[config.mk]
export PLATFORM = sky130hd
export DESIGN_NAME = mfba_ctrl
export DESIGN_NICKNAME = d
export VERILOG_FILES = /design/src/design/mfba_pkg.sv /design/src/design/mfba_ctrl.sv
export VERILOG_INCLUDE_DIRS = /design/src /design/src/design
export SDC_FILE = /design/constraint.sdc
export NUM_CORES = 1
export LEC_CHECK = 0
export ABC_AREA = 1
export BUFFER_PORTS_ARGS = -buffer_cell sky130_fd_sc_hd__buf_2
export CORE_AREA = 2 2 39 41
export DETAILED_ROUTE_END_ITERATION = 8
export DIE_AREA = 0 0 41 43
export PLACE_DENSITY = 0.67
export SYNTH_ARGS = -nofsm -noshare
export SYNTH_HDL_FRONTEND = slang
export SYNTH_SLANG_ARGS = --single-unit
[constraint.sdc]
create_clock -name clk -period 1.1 [get_ports clk]
set_input_delay 0.055 -clock clk [delete_from_list [all_inputs] [get_ports clk]]
set_output_delay 0.055 -clock clk [all_outputs]
set_load 0.01 [all_outputs]
[src/design/assert_macros.svh]
// Assertion helpers shared by the RTL files.
`ifndef ASSERT_MACROS_SVH
`define ASSERT_MACROS_SVH

// Check that a condition holds at every clock edge outside reset.
`define ASSERT_ALWAYS(label, clk, rst_n, cond, msg) \
  label: assert property (@(posedge clk) disable iff (!rst_n) (cond)) else $error(msg);

// Check that an antecedent implies a consequent in the following cycle.
`define ASSERT_NEXT(label, clk, rst_n, ante, cons, msg) \
  label: assert property (@(posedge clk) disable iff (!rst_n) (ante) |=> (cons)) else $error(msg);

`endif

[src/design/mfba_pkg.sv]
package mfba_pkg;

  localparam int unsigned FLOW_W = 21;
  localparam int unsigned NODE_W = 5;
  localparam logic [FLOW_W-1:0] FLOW_MAX = {FLOW_W{1'b1}};

  localparam logic OP_LOAD    = 1'b0;
  localparam logic OP_COMPUTE = 1'b1;

  localparam logic [1:0] CFG_NODE_COUNT = 2'd0;
  localparam logic [1:0] CFG_SOURCE     = 2'd1;
  localparam logic [1:0] CFG_SINK       = 2'd2;

  // Controller to datapath commands.
  typedef enum logic [3:0] {
    CMD_NONE,
    CMD_CLEAR,       // write zero at clear address, advance
    CMD_LOAD,        // write one capacity entry
    CMD_START,       // clear flow total, check terminals
    CMD_BFS_INIT,    // reset visited, queue source
    CMD_BFS_POP,     // take queue head
    CMD_BFS_SCAN,    // issue read of (v,k)
    CMD_BFS_CHECK,   // evaluate read data for k
    CMD_BN_READ,     // read forward entry on chain
    CMD_BN_CHECK,    // fold into bottleneck
    CMD_AUG_READF,   // read forward entry
    CMD_AUG_WRITEF,  // write forward entry, read backward
    CMD_AUG_WRITEB,  // write backward entry, step chain
    CMD_FLOW_ADD     // accumulate bottleneck
  } cmd_t;

  typedef struct packed {
    logic clear_done;
    logic bad_terms;
    logic queue_empty;
    logic scan_last;
    logic found;
    logic chain_done;
    logic last_edge;
  } dp_status_t;

endpackage

[src/design/mfba_ctrl.sv]
`include "assert_macros.svh"
module mfba_ctrl (
  input  logic                 clk,
  input  logic                 rst_n,
  input  logic                 in_valid,
  output logic                 in_ready,
  input  logic                 in_op,
  output logic                 out_valid,
  input  logic                 out_ready,
  input  mfba_pkg::dp_status_t status,
  output mfba_pkg::cmd_t       cmd
);
  import mfba_pkg::*;

  typedef enum logic [3:0] {
    S_CLEAR, S_IDLE, S_START, S_INIT, S_POP, S_SCAN, S_CHECK,
    S_BN_RD, S_BN_CK, S_AUG_RF, S_AUG_WF, S_AUG_WB, S_ADD, S_OUT
  } state_t;

  state_t state_r, state_nxt;

  assign in_ready  = (state_r == S_IDLE);
  assign out_valid = (state_r == S_OUT);

  always_comb begin
    state_nxt = state_r;
    cmd = CMD_NONE;
    case (state_r)
      S_CLEAR: begin
        cmd = CMD_CLEAR;
        if (status.clear_done) begin
          cmd = CMD_NONE; state_nxt = S_IDLE;
        end
      end
      S_IDLE: if (in_valid) begin
        if (in_op == OP_LOAD) cmd = CMD_LOAD;
        else begin
          cmd = CMD_START; state_nxt = S_START;
        end
      end
      S_START: state_nxt = status.bad_terms ? S_OUT : S_INIT;
      S_INIT: begin cmd = CMD_BFS_INIT; state_nxt = S_POP; end
      S_POP: begin
        if (status.queue_empty) state_nxt = S_OUT;
        else begin cmd = CMD_BFS_POP; state_nxt = S_SCAN; end
      end
      S_SCAN: begin cmd = CMD_BFS_SCAN; state_nxt = S_CHECK; end
      S_CHECK: begin
        cmd = CMD_BFS_CHECK;
        state_nxt = status.scan_last ? S_POP : S_SCAN;
      end
      S_BN_RD: begin cmd = CMD_BN_READ; state_nxt = S_BN_CK; end
      S_BN_CK: begin
        cmd = CMD_BN_CHECK;
        state_nxt = status.last_edge ? S_AUG_RF : S_BN_RD;
      end
      S_AUG_RF: begin cmd = CMD_AUG_READF; state_nxt = S_AUG_WF; end
      S_AUG_WF: begin cmd = CMD_AUG_WRITEF; state_nxt = S_AUG_WB; end
      S_AUG_WB: begin cmd = CMD_AUG_WRITEB; state_nxt = S_AUG_RF; end
      S_ADD: begin cmd = CMD_FLOW_ADD; state_nxt = S_INIT; end
      S_OUT: if (out_ready) state_nxt = S_IDLE;
      default: state_nxt = S_IDLE;
    endcase
    // Path found: leave the scan, then walk the chain twice.
    if (state_r == S_SCAN && status.found) begin
      cmd = CMD_NONE; state_nxt = S_BN_RD;
    end
    if (state_r == S_POP && status.found) begin
      cmd = CMD_NONE; state_nxt = S_BN_RD;
    end
    if (state_r == S_AUG_RF && status.chain_done) begin
      cmd = CMD_NONE; state_nxt = S_ADD;
    end
  end

  always_ff @(posedge clk) begin
    if (!rst_n) state_r <= S_CLEAR;
    else state_r <= state_nxt;
  end

  `ASSERT_NEXT(a_out_hold, clk, rst_n, out_valid && !out_ready, out_valid, "result dropped while stalled")
  `ASSERT_ALWAYS(a_excl, clk, rst_n, !(in_ready && out_valid), "input taken while result pending")
  `ASSERT_NEXT(a_start, clk, rst_n, in_valid && in_ready && in_op == OP_COMPUTE, state_r == S_START, "compute not started")
endmodule

==> metrics.yaml <==
finish:
  top_register: "state_r"
  ff_latch_area_um2: 95.1
  final_cell_mix: "nand2_1 (20), nor2_1 (16), buf_2 (16)"
  final_cells: 157
  drive_gt1_frac: 0.553
  syn_to_final_growth_pct: 88.3
  biggestRegsByFlops: "state_r (4)"
  fill_cells: 119
  layout_commonest_cell: "nand2_1"
  largest_register_ff_count: 4
  antenna_cells: 0
  nNetsFinal: 155
  multi_input_area_um2: 465
grt:
  grt_max_degree: 9
  antenna_found_initial: 0
  grt_overflow_total: 0
  grt_pass1_wl_mm: 2.75
  grt_pass1_vias: 723
  track_usage: 0.226
timing:
  worst_hold_slack_ns: 0.0771
  setup_slack_ns: -0.323
  fmaxAchievable_mhz: 703
  drv_slew: 0
  clock_skew_ns: 0.00204
  fin_crit_sh: 1.29
  hold_viol: 0
  period_needed_ns: 1.42
  rsz0062_at_grt: "true"
  tightest_slew_ns: 0.231
  slew_headroom: 0.846
  setup_viol: 10
routing:
  drt_iter0_markers: 31
  dr.pass1.iters: 4
  wl_per_cell_um: 12.2
  wirelength_mm: 1.91
  remaining_drc_errors: 0
  ant_nets: 0
  viasPerCell: 5.17
  dr_total_vias: 811
critical_path:
  startpoint_type: "flop"
  cp.arrival_ns: 1.37
  path_class: "flop to output pin"
  crit_path_end_kind: "output pin"
  crit_path_max_fanout: 3
  required_ns: 1.04
clock_tree:
  htree_levels: 1
  ctsHoldBuffers: 0
  clockBufferDepth: 2
  path_clk_slew_ns: 0.04
  clkSinkCount: 4
  clock-root-buffer: "clkbuf_4"
  clock_latency_ns: 0.23
  cts_tree: "built"
  numCtsBuffers: 3
synthesis:
  synthCells: 101
  ys_seq_area_frac: 0.160
  ys_ff_latch: 4
  syn_nets: 113
  yosys.cell_types.count: 17
  syn-cell-area_um2: 502
  synth.avg_cell_area_um2: 4.97
  yosysWarnings: 0
status:
  violations: "setup timing"
  run_status: "complete, but fails checks"
floorplan:
  fp.dieH_um: 43
  die_area_mm2: 0.00176
  start_util: 0.363
  ios: 18
  row_count: 14
  core-area_mm2: 0.00138
  die_w_um: 41
run:
  maxCapViolations: 0
placed_design:
  io_buffers: 17
  dp_cells: 144
  place_congestion: 0.912
  dp_hpwl_mm: 1.21
  place_ws_ns: -0.244
power_and_ir_drop:
  p_leak_nw: 0.527
  power_density_mw_per_mm2: 2340
  peakVddDrop_v: 0.00111
hold_path:
  min_path_type: "input pin to flop"
worst max-delay path, cell delays in order (launching register included):
cell and delay, ns:
dfxtp_4 0.35, buf_6 0.13, nand2_4 0.08, inv_4 0.04
nand2_2 0.07, o211ai_1 0.09, nor3_1 0.19, nor2_1 0.05
buf_2 0.13
layout make-up:
class	instances	area share
clock buffers	3	0.0238
inverters	16	0.0742
multi-input cells	81	0.493
flip-flops and latches	4	0.101
well taps	16	0.0212
repair buffers	37	0.287
metrics by stage:
| stage | power (mW) | util | instance area (µm²) | TNS [ns] |
|---|---|---|---|---|
| finish | 2.21 | 0.683 | 945 | -2.23 |
| global route | 2.39 | 0.683 | 945 | -2.80 |
| CTS | 1.98 | 0.615 | 851 | -1.62 |
| detailed placement | 1.50 | 0.496 | 687 | -1.29 |
| global placement | 1.48 | 0.496 | 687 | -1.37 |
| floorplan | 1.04 | - | 507 | -0.0489 |
Yosys cell counts:
cell | n | area [µm²]
o21ai_1 | 1 | 5.00
o211ai_1 | 1 | 7.51
o21ai_0 | 4 | 20.0
a21oi_1 | 3 | 15.0
nor2_2 | 2 | 12.5
nor2_1 | 21 | 78.8
dfxtp_1 | 4 | 80.1
nor2_4 | 1 | 11.3
nand4_1 | 4 | 25.0
nand2_1 | 31 | 116
a31oi_1 | 1 | 6.26
o21a_1 | 1 | 7.51
nand2_2 | 1 | 6.26
nand3_1 | 9 | 45.0
inv_2 | 1 | 3.75
inv_1 | 15 | 56.3
nor3_1 | 1 | 5.00
layer usage:
metal / wire length [µm] / GRT usage / up-vias / part of all wire
met5: 0 / 0 / - / 0
met1: 780 / 0.253 / 364 / 0.41
met3: 110 / 0.0262 / 6 / 0.058
met2: 989 / 0.391 / 39 / 0.52
met4: 31 / 0.107 / 0 / 0.016
li1: - / - / 402 / -
worst paths after layout:
path | slack, ns | cells after the start | startpoint | endpoint
setup reg to reg | -0.23 | 10 | state_r[1] | state_r[1]
setup / recovery | -0.32 | 8 | state_r[2] | cmd[0]
hold reg to reg | 0.80 | 7 | state_r[0] | state_r[0]
hold / removal | 0.08 | 3 | rst_n | state_r[3]
kinds of logic (layout without fill, tap and decap cells):
logic type	count (synthesis)	count (layout)	share of synthesized area
flip-flops	4	4	0.160
AO/OA/AOI/OAI	11	11	0.122
AND/OR/NAND/NOR	70	70	0.598
buffers and inverters	16	56	0.120
power breakdown:
part / internal [mW] / switching, mW / leakage (nW)
Sequential: 0.233 / 0.131 / 0.0356
Clock: 0.122 / 0.0598 / 0.0138
Combinational: 0.754 / 0.913 / 0.478
repair_timing:
action | 4_1_cts | 5_1_grt
pin swaps | 13 | 7
endpoints found under the hold margin | 0 | 0
endpoints found under the setup margin | 10 | 10
resized for setup | 38 | 18
buffers inserted | 5 | 5
Note: power is estimated with default switching activity, not from simulation.
